===== src/hw/rtl/hsvrgb_pkg.sv =====
// hsv_to_rgb shared package: constants, stage payload types, enable struct
// and the sector base table. No dependencies.
`timescale 1ns / 1ps

package hsvrgb_pkg;

  localparam int unsigned HueW    = 15;
  localparam int unsigned ChanW   = 8;
  localparam int unsigned FracW   = 12;
  localparam int unsigned ProdW   = 20;   // frac * s, holds up to DenQt
  localparam int unsigned ScaleW  = 28;   // v * (DenQt - x)

  localparam logic [FracW-1:0]  HueSector = 12'd3840;
  localparam logic [ProdW-1:0]  DenQt     = 20'd979200;   // 3840 * 255
  localparam logic [ChanW-1:0]  Full8     = 8'd255;
  localparam logic [6:0]        HalfFull8 = 7'd127;
  localparam logic [ScaleW-1:0] HalfDenQt = 28'd489600;

  // floor(x / 255) = (x * Inv255) >> 23 for x below 2^16
  localparam logic [15:0]       Inv255    = 16'd32897;
  localparam int unsigned       Sh255     = 23;
  // floor(y / 3825) = (y * Inv3825) >> 30 for y below 2^20
  localparam logic [18:0]       Inv3825   = 19'd280717;
  localparam int unsigned       Sh3825    = 30;
  localparam int unsigned       YqW       = ScaleW - 8;
  localparam int unsigned       QpW       = YqW + 19;

  localparam int unsigned DataInW  = 32;
  localparam int unsigned DataOutW = 24;

  typedef logic [2:0] sector_t;

  localparam sector_t SecRed     = 3'd0;
  localparam sector_t SecYellow  = 3'd1;
  localparam sector_t SecGreen   = 3'd2;
  localparam sector_t SecCyan    = 3'd3;
  localparam sector_t SecBlue    = 3'd4;

  typedef struct packed {
    logic s1;
    logic s2;
    logic s3;
    logic s4;
    logic s5;
  } stage_en_t;

  typedef struct packed {
    sector_t          sector;
    logic [FracW-1:0] frac;
    logic [ChanW-1:0] sat;
    logic [ChanW-1:0] bright;
  } split_t;

  typedef struct packed {
    sector_t           sector;
    logic [ChanW-1:0]  bright;
    logic [ProdW-1:0]  frac_sat;   // frac * s
    logic [ProdW-1:0]  rest_sat;   // (3840 - frac) * s
    logic [15:0]       pv;         // v * (255 - s)
  } prod_t;

  typedef struct packed {
    sector_t           sector;
    logic [ChanW-1:0]  bright;
    logic [ScaleW-1:0] mq;
    logic [ScaleW-1:0] mt;
    logic [31:0]       pm;
  } scale_t;

  // raw hue sector index times one sector width
  function automatic logic [HueW-1:0] sector_base(input logic [3:0] k);
    logic [HueW-1:0] b;
    b = HueW'(k) * HueW'(HueSector);
    return b;
  endfunction

endpackage


===== src/hw/rtl/hsvrgb_split.sv =====
// hsv_to_rgb stage 1: folds the hue into six sectors and splits off the
// fraction inside the sector. Depends on hsvrgb_pkg.
`timescale 1ns / 1ps

module hsvrgb_split import hsvrgb_pkg::*; (
  input  logic             clk_i,
  input  stage_en_t        en_i,
  input  logic [HueW-1:0]  hue_i,
  input  logic [ChanW-1:0] sat_i,
  input  logic [ChanW-1:0] bright_i,
  output split_t           split_o
);

  logic [3:0]      raw_k;
  logic [HueW-1:0] base;
  split_t          split_d, split_q;

  // count of sector boundaries at or below hue, up to 8 for a 15-bit hue
  always_comb begin
    raw_k = '0;
    for (int k = 1; k <= 8; k++) begin
      if (hue_i >= sector_base(4'(k))) begin
        raw_k = 4'(k);
      end
    end
  end

  always_comb begin
    base           = sector_base(raw_k);
    split_d.frac   = FracW'(hue_i - base);
    // one full turn is six sectors
    split_d.sector = (raw_k >= 4'd6) ? sector_t'(raw_k - 4'd6) : sector_t'(raw_k);
    split_d.sat    = sat_i;
    split_d.bright = bright_i;
  end

  always_ff @(posedge clk_i) begin
    if (en_i.s1) begin
      split_q <= split_d;
    end
  end

  assign split_o = split_q;

endmodule


===== src/hw/rtl/hsvrgb_prod.sv =====
// hsv_to_rgb stages 2 and 3: saturation products, then scaling by value.
// Depends on hsvrgb_pkg.
`timescale 1ns / 1ps

module hsvrgb_prod import hsvrgb_pkg::*; (
  input  logic      clk_i,
  input  stage_en_t en_i,
  input  split_t    split_i,
  output scale_t    scale_o
);

  prod_t            prod_d, prod_q;
  scale_t           scale_d, scale_q;
  logic [FracW-1:0] rest;
  logic [15:0]      px;

  always_comb begin
    rest             = HueSector - split_i.frac;
    prod_d.sector    = split_i.sector;
    prod_d.bright    = split_i.bright;
    prod_d.frac_sat  = ProdW'(split_i.frac) * ProdW'(split_i.sat);
    prod_d.rest_sat  = ProdW'(rest) * ProdW'(split_i.sat);
    prod_d.pv        = 16'(split_i.bright) * 16'(Full8 - split_i.sat);
  end

  always_ff @(posedge clk_i) begin
    if (en_i.s2) begin
      prod_q <= prod_d;
    end
  end

  always_comb begin
    // half of 255 rounds p; the multiply by Inv255 is here, the shift in the next stage
    px             = prod_q.pv + 16'(HalfFull8);
    scale_d.sector = prod_q.sector;
    scale_d.bright = prod_q.bright;
    scale_d.mq     = ScaleW'(prod_q.bright) * ScaleW'(DenQt - prod_q.frac_sat);
    scale_d.mt     = ScaleW'(prod_q.bright) * ScaleW'(DenQt - prod_q.rest_sat);
    scale_d.pm     = 32'(px) * 32'(Inv255);
  end

  always_ff @(posedge clk_i) begin
    if (en_i.s3) begin
      scale_q <= scale_d;
    end
  end

  assign scale_o = scale_q;

endmodule


===== src/hw/rtl/hsvrgb_norm.sv =====
// hsv_to_rgb stages 4 and 5: rounded divide of q and t by 979200 through a
// reciprocal multiply, then the sector permutation. Depends on hsvrgb_pkg.
`timescale 1ns / 1ps

module hsvrgb_norm import hsvrgb_pkg::*; (
  input  logic              clk_i,
  input  stage_en_t         en_i,
  input  scale_t            scale_i,
  output logic [ChanW-1:0]  red_o,
  output logic [ChanW-1:0]  green_o,
  output logic [ChanW-1:0]  blue_o
);

  typedef struct packed {
    sector_t          sector;
    logic [ChanW-1:0] bright;
    logic [ChanW-1:0] p;
    logic [QpW-1:0]   qp;
    logic [QpW-1:0]   tp;
  } recip_t;

  recip_t            recip_d, recip_q;
  logic [ScaleW-1:0] xq, xt;
  logic [ChanW-1:0]  q, t, v, p;
  logic [ChanW-1:0]  red_d, green_d, blue_d;
  logic [ChanW-1:0]  red_q, green_q, blue_q;

  // 979200 = 256 * 3825: drop eight bits, then multiply by 1/3825
  always_comb begin
    xq             = scale_i.mq + HalfDenQt;
    xt             = scale_i.mt + HalfDenQt;
    recip_d.sector = scale_i.sector;
    recip_d.bright = scale_i.bright;
    recip_d.p      = scale_i.pm[Sh255 +: ChanW];
    recip_d.qp     = QpW'(xq[ScaleW-1:8]) * QpW'(Inv3825);
    recip_d.tp     = QpW'(xt[ScaleW-1:8]) * QpW'(Inv3825);
  end

  always_ff @(posedge clk_i) begin
    if (en_i.s4) begin
      recip_q <= recip_d;
    end
  end

  always_comb begin
    q = recip_q.qp[Sh3825 +: ChanW];
    t = recip_q.tp[Sh3825 +: ChanW];
    v = recip_q.bright;
    p = recip_q.p;
    case (recip_q.sector)
      SecRed: begin
        red_d = v; green_d = t; blue_d = p;
      end
      SecYellow: begin
        red_d = q; green_d = v; blue_d = p;
      end
      SecGreen: begin
        red_d = p; green_d = v; blue_d = t;
      end
      SecCyan: begin
        red_d = p; green_d = q; blue_d = v;
      end
      SecBlue: begin
        red_d = t; green_d = p; blue_d = v;
      end
      default: begin
        red_d = v; green_d = p; blue_d = q;
      end
    endcase
  end

  always_ff @(posedge clk_i) begin
    if (en_i.s5) begin
      red_q   <= red_d;
      green_q <= green_d;
      blue_q  <= blue_d;
    end
  end

  assign red_o   = red_q;
  assign green_o = green_q;
  assign blue_o  = blue_q;

endmodule


===== src/hw/rtl/hsv_to_rgb.sv =====
// hsv_to_rgb top level: stream ports, stage valid bits and stall control.
// Depends on hsvrgb_pkg, hsvrgb_split, hsvrgb_prod and hsvrgb_norm.
//
// Converts one HSV color per request to 8-bit RGB.
// Input channel s_axis: hue (1/64 degree, 15 bits), saturation and
// brightness (8 bits each). Output channel m_axis: red, green, blue.
// An accepted request passes through five register stages (sector split,
// saturation products, value scaling, reciprocal divide, sector
// permutation) on its way to tvalid on m_axis.
// Throughput: one request per clock when m_axis_tready stays high.
// Each stage holds a valid bit; a stage takes new data when it is empty or
// the stage after it moves, so bubbles close up under a stall.
// When the receiver stalls, the result is held on m_axis and the pipeline
// keeps accepting until all five stages are full; s_axis_tready then drops.
// Nothing is lost or repeated across a stall.
// Reset clears all valid bits; the block is ready in the first cycle after.
// A hue of 23040 or more wraps by one full turn.
`timescale 1ns / 1ps

module hsv_to_rgb import hsvrgb_pkg::*; (
  input  logic                clk_i,
  input  logic                rst_ni,
  input  logic                s_axis_tvalid_i,
  output logic                s_axis_tready_o,
  // [14:0] hue, [22:15] saturation, [30:23] brightness, [31] zero
  input  logic [DataInW-1:0]  s_axis_tdata_i,
  output logic                m_axis_tvalid_o,
  input  logic                m_axis_tready_i,
  // [7:0] red, [15:8] green, [23:16] blue
  output logic [DataOutW-1:0] m_axis_tdata_o
);

  stage_en_t        en;
  logic [5:1]       vld_d, vld_q;
  split_t           split;
  scale_t           scale;
  logic [ChanW-1:0] red, green, blue;

  // a stage moves when empty or when the next one moves
  always_comb begin
    en.s5 = ~vld_q[5] | m_axis_tready_i;
    en.s4 = ~vld_q[4] | en.s5;
    en.s3 = ~vld_q[3] | en.s4;
    en.s2 = ~vld_q[2] | en.s3;
    en.s1 = ~vld_q[1] | en.s2;
    vld_d[1] = en.s1 ? s_axis_tvalid_i : vld_q[1];
    vld_d[2] = en.s2 ? vld_q[1] : vld_q[2];
    vld_d[3] = en.s3 ? vld_q[2] : vld_q[3];
    vld_d[4] = en.s4 ? vld_q[3] : vld_q[4];
    vld_d[5] = en.s5 ? vld_q[4] : vld_q[5];
  end

  always_ff @(posedge clk_i or negedge rst_ni) begin
    if (!rst_ni) begin
      vld_q <= '0;
    end else begin
      vld_q <= vld_d;
    end
  end

  hsvrgb_split u_split (
    .clk_i    (clk_i),
    .en_i     (en),
    .hue_i    (s_axis_tdata_i[HueW-1:0]),
    .sat_i    (s_axis_tdata_i[HueW +: ChanW]),
    .bright_i (s_axis_tdata_i[HueW+ChanW +: ChanW]),
    .split_o  (split)
  );

  hsvrgb_prod u_prod (
    .clk_i   (clk_i),
    .en_i    (en),
    .split_i (split),
    .scale_o (scale)
  );

  hsvrgb_norm u_norm (
    .clk_i   (clk_i),
    .en_i    (en),
    .scale_i (scale),
    .red_o   (red),
    .green_o (green),
    .blue_o  (blue)
  );

  assign s_axis_tready_o = en.s1;
  assign m_axis_tvalid_o = vld_q[5];
  assign m_axis_tdata_o  = {blue, green, red};

endmodule


===== config.mk =====
export PLATFORM = sky130hd
export DESIGN_NAME = hsv_to_rgb
export DESIGN_NICKNAME = d
export VERILOG_FILES = /design/src/hw/rtl/hsvrgb_pkg.sv /design/src/hw/rtl/hsvrgb_split.sv /design/src/hw/rtl/hsvrgb_prod.sv /design/src/hw/rtl/hsvrgb_norm.sv /design/src/hw/rtl/hsv_to_rgb.sv
export SDC_FILE = /design/constraint.sdc
export NUM_CORES = 2
export LEC_CHECK = 0
export ABC_AREA = 0
export BUFFER_PORTS_ARGS = -buffer_cell sky130_fd_sc_hd__buf_2
export CAP_MARGIN = 0
export CORE_AREA = 2 2 291 293
export DETAILED_ROUTE_END_ITERATION = 6
export DIE_AREA = 0 0 293 295
export PLACE_DENSITY = 0.73
export SETUP_SLACK_MARGIN = 0.05
export SYNTH_ARGS = -nofsm -noshare
export SYNTH_HDL_FRONTEND = slang
export SYNTH_HIERARCHICAL = 1
export SYNTH_SLANG_ARGS = --single-unit

===== constraint.sdc =====
create_clock -name clk_i -period 19.9 [get_ports clk_i]
set_clock_uncertainty 0.2 [all_clocks]
set_input_delay 0.995 -clock clk_i [delete_from_list [all_inputs] [get_ports clk_i]]
set_output_delay 0.995 -clock clk_i [all_outputs]
set_load 0.05 [all_outputs]

; ---- After elaboration in Yosys (flattened, before gate mapping)
; Cells that the tools add are included.
[word_totals]
wordCells = 85
input_bits = 36
ff_bits = 320
output_inout_bits = 26
[op_classes]
n_mux = 12
bitwise = 10
n_addsub = 9
eq_ne = 4
n_lt_le_gt_ge = 9
reduce_logical = 5
n_mul = 9
[ops]
columns = op, n
row1 = $mul 20x19->38 const B, 2
row2 = $pmux 8 s3, 3
row3 = $ge 15x15->1 const B, 4
row4 = $add 28x19->28 const B, 2
row5 = $mul 8x28->28, 2
row6 = $sub 20x20->21 const A, 2
row7 = $mul 12x8->20, 2
row8 = $mul 16x16->31 const B, 1
row9 = $ge 15x14->1 const B, 2
row10 = $add 16x7->16 const B, 1
row11 = $mul 8x16->16, 1
row12 = $ge 15x12->1 const B, 1
row13 = $ge 15x13->1 const B, 1
row14 = $mux 3, 5
row15 = $sub 12x12->12, 1
row16 = $sub 12x12->12 const A, 1
row17 = $sub 8x8->9 const A, 1
row18 = $reduce_or 2->1, 4
row19 = $eq 3x2->1 const B, 2
row20 = $not 1->1, 5
row21 = $or 1x1->1, 5
row22 = $ge 4x3->1 const B, 1
row23 = $mul 4x1->4 const B, 1
row24 = $mux 2, 2
row25 = other kinds (6), 6

; ---- Logic depth before layout (Yosys ltp)
[logic_depth]
depth_word = 11
ltp_mapped = 28
depth_no_buf = 28

; ---- Modules after synthesis
; The synthesis kept the hierarchy.
[by_module_without_submodules]
columns = mod, instances, cells_each, area_per_inst_um2, seq_area_each_um2
row1 = hsvrgb_prod, 1, 2798, 26928.3, 4924.7
row2 = hsvrgb_norm, 1, 1363, 12958.7, 1771.7
row3 = hsvrgb_split, 1, 86, 1323.8, 930.9
row4 = hsv_to_rgb, 1, 17, 207.7, 125.1

; ---- Worst setup path before layout
; Ideal clock, no wire load.
[synth_path]
kind = register to register
from = register u_prod.scale_q (netlist bit u_prod/scale_o[67])
to = register u_norm.recip_q (netlist bit u_norm/q[7]) (data pin)
synth_period_minus_slack_ns = 7.568
required_ns = 19.432
path_stages_with_launch = 29
path_buffers = 0
setup_slack_ns = 12.332
setup_ns = 0.268
t_arrival_ns = 7.100
cell_sequence = edfxtp_1 ha_1 and3_1 or3_4 o31a_1 nor4_4 nor2_2 and3_1 xnor2_1 inv_1 ha_1 ha_1 inv_1 fa_1 inv_1 ha_1 fa_1 inv_1 fa_1 inv_1 ha_1 a21oi_1 nor3_1 a211oi_2 o211ai_1 o31a_1 and4_4 a2111oi_4 xnor3_1
[synth_lines]
columns = item, line_no
row1 = "start, declared", hsvrgb_prod.sv:13  ; scale_t scale_d, scale_q;
row2 = "start signal, assigned", hsvrgb_prod.sv:44  ; scale_q <= scale_d;
row3 = "end signal, assigned", hsvrgb_norm.sv:41  ; recip_q <= recip_d;
row4 = "end, declared", hsvrgb_norm.sv:22  ; recip_t recip_d, recip_q;

==> impl_metrics.py <==
metrics = {
    "run_status": {
        "run_status": "finished with violations",
        "failed_checks": "DRC",
    },
    "sta": {
        "finalSetupViolCount": 0,
        "final_hold_viol_count": 0,
        "fmaxAchievable_mhz": 118,
        "max_slew.worst_pin.slew_ns": 1.13,
        "fin_crit_sh_pct": 42.8,
        "final.setup.tns_ns": 0,
        "rsz0062_at_grt": "no",
        "min_period_ns": 8.51,
        "max_slew_margin_pct": 24.3,
        "slew_viol_final": 0,
    },
    "floorplan": {
        "die_y_um": 295,
        "io_pins": 62,
        "die_w_um": 293,
        "fp-row-count": 106,
        "start_util_pct": 48.2,
        "core-area_mm2": 0.0832,
        "die-area_mm2": 0.0864,
    },
    "critical_path": {
        "path_class": "reg2reg",
        "cp.arrival_ns": 8.61,
        "critPathBufInv": 5,
        "r2r_end": "u_norm/q[7]$_DFFE_PP_",
        "r2r_start": "u_prod/scale_o[67]$_DFFE_PP_",
        "critPathTopFamily": "adder cells",
        "crit_path_max_incr_delay_ns": 0.60,
        "crit_slowest_cell": "xnor2_1",
        "crit_required_ns": 20.00,
        "cp-start-kind": "flip-flop",
        "cp_max_fo": 4,
        "reg2reg_setup_slack_ns": 11.39,
        "r2r_cells": 28,
        "endpoint_kind": "flip-flop",
    },
    "cts": {
        "htree_levels": 1,
        "cts_root_buffer": "clkbuf_16",
        "postCtsSetupRepairBufs": 0,
        "clockBufferDepth": 3,
        "clk_latency_ns": 0.57,
        "cts_resized": 0,
        "clock-sinks": 222,
        "cts.clk_slew.worst_paths_ns": 0.06,
        "cts_tree": "done",
        "cts_inserted_buffers": 28,
    },
    "global_routing": {
        "grt_max_degree": 67,
        "grt-ovfl-total": 0,
        "grt_pass1_vias": 27700,
        "grtUsageTotal_pct": 18.3,
        "antenna_found_initial": 0,
        "grt_pass1_wl_um": 133000,
    },
    "hold_path": {
        "hold_start": "u_prod/scale_o[23]$_DFFE_PP_",
        "whs_endpoint": "u_norm/p[0]$_DFFE_PP_",
        "hold_path.class": "reg2reg",
        "hold_depth": 0,
    },
    "placement": {
        "io_buffers": 60,
        "gp_congestion": 0.849,
        "hpwl_um": 62400,
    },
    "cells_and_area": {
        "utilization_pct": 51.1,
        "area_growth_pct": 6.13,
        "layout-drive-gt1-share_pct": 4.67,
        "nets": 5436,
        "nFillCells": 7419,
        "n_antenna_cell": 0,
    },
    "synthesis": {
        "syn-cell-area_mm2": 0.0401,
        "avgSynthCellArea_um2": 9.56,
        "synth_fp_nets": 5405,
        "ys.warnings.count": 6,
        "postSynthCellCount": 4189,
    },
    "detailed_routing": {
        "wl_met3_um": 2590,
        "drtIter0Drc": 1164,
        "drtAntennaViolNets": 0,
        "dr.max_layer_used": "met4",
        "drtPass1Iterations": 7,
        "wl_met2_um": 36300,
        "viasPerCell": 5.12,
        "vias": 27200,
        "met1_length_um": 36400,
        "routedWlPerCell_um": 14.4,
        "wl_um": 76600,
        "drc": 1,
    },
    "job": {
        "max-cap-violations": 0,
    },
}
## worst reg2reg max path, delay by kind of cell (launching register included)
family	cells	cell delay, ns
AND/OR/NAND/NOR	7	1.52
buffers and inverters	5	0.48
XOR/XNOR	2	0.97
flip-flops	1	0.44
AO/OA/AOI/OAI	6	1.67
adder cells (fa/ha/maj)	8	2.99
## layout by cell type (no fill, tap or decap), types with 49 or more instances in the layout
| master | instances |
|---|---|
| fa_1 | 523 |
| nand2b_1 | 49 |
| buf_2 | 60 |
| o21ai_0 | 77 |
| ha_1 | 657 |
| a21oi_1 | 105 |
| xnor2_1 | 142 |
| nand2_1 | 340 |
| and2_1 | 285 |
| xor2_1 | 94 |
| nor2b_1 | 67 |
| nor2_1 | 98 |
| edfxtp_1 | 217 |
| inv_1 | 964 |
## timing repair
action / 4_1_cts / 5_1_grt
endpoints found under the hold margin: 1 / 0
hold buffers: 1 / 0
setup endpoints to repair: 0 / 0
## per-stage QoR
step	setup slack (ns)	std cells	hold slack [ns]	cell area, um^2
after floorplan	12.33	4189	0.200	40100
after global placement	11.46	5269	0.201	41600
after detailed placement	11.39	5269	0.205	41600
after CTS	11.35	5322	0.213	42500
after global routing	10.94	5322	0.222	42500
final	11.39	5322	0.211	42500
## registers in the layout (all words and copies together) (netlist names)
name / cells
u_norm/recip_q: 11
u_norm/v: 8
u_norm/green_o: 8
u_split/split_o: 31
u_prod/prod_q: 66
u_prod/scale_o: 61
u_norm/red_o: 8
u_norm/q: 8
u_norm/blue_o: 8
u_norm/p: 8
vld_q: 5
## final cells by class
cell class	count	area, um^2	share of cell area, %
Inverter	965	3620	8.52
Tap cell	1080	1350	3.18
Timing Repair Buffer	90	528	1.24
Clock inverter	18	171	0.403
Clock buffer	34	754	1.77
Sequential cell	222	6640	15.6
Multi-Input combinational cell	2913	29400	69.3
## metal layers
| metal | track usage [%] | up-vias |
|---|---|---|
| li1 | - | 13400 |
| met1 | 25.5 | 13400 |
| met4 | 3.66 | 0 |
| met3 | 1.75 | 74 |
| met5 | 0 | - |
| met2 | 31.3 | 422 |
## how the worst max path moves through the flow
stage	from	slack (ns)	end	cells past startpoint
after floorplan	u_prod/scale_o[67]$_DFFE_PP_	12.33	u_norm/q[7]$_DFFE_PP_	28
after global placement	u_prod/scale_o[67]$_DFFE_PP_	11.46	u_norm/q[7]$_DFFE_PP_	28
after detailed placement	u_prod/scale_o[67]$_DFFE_PP_	11.39	u_norm/q[7]$_DFFE_PP_	28
after CTS	u_prod/scale_o[67]$_DFFE_PP_	11.35	u_norm/q[7]$_DFFE_PP_	28
after global routing	u_prod/scale_o[67]$_DFFE_PP_	10.94	u_norm/q[7]$_DFFE_PP_	28
final	u_prod/scale_o[67]$_DFFE_PP_	11.39	u_norm/q[7]$_DFFE_PP_	28
Power is left out: the tool's default activity adds up to more than one toggle a clock period on the data nets, which glitch-free logic cannot reach.
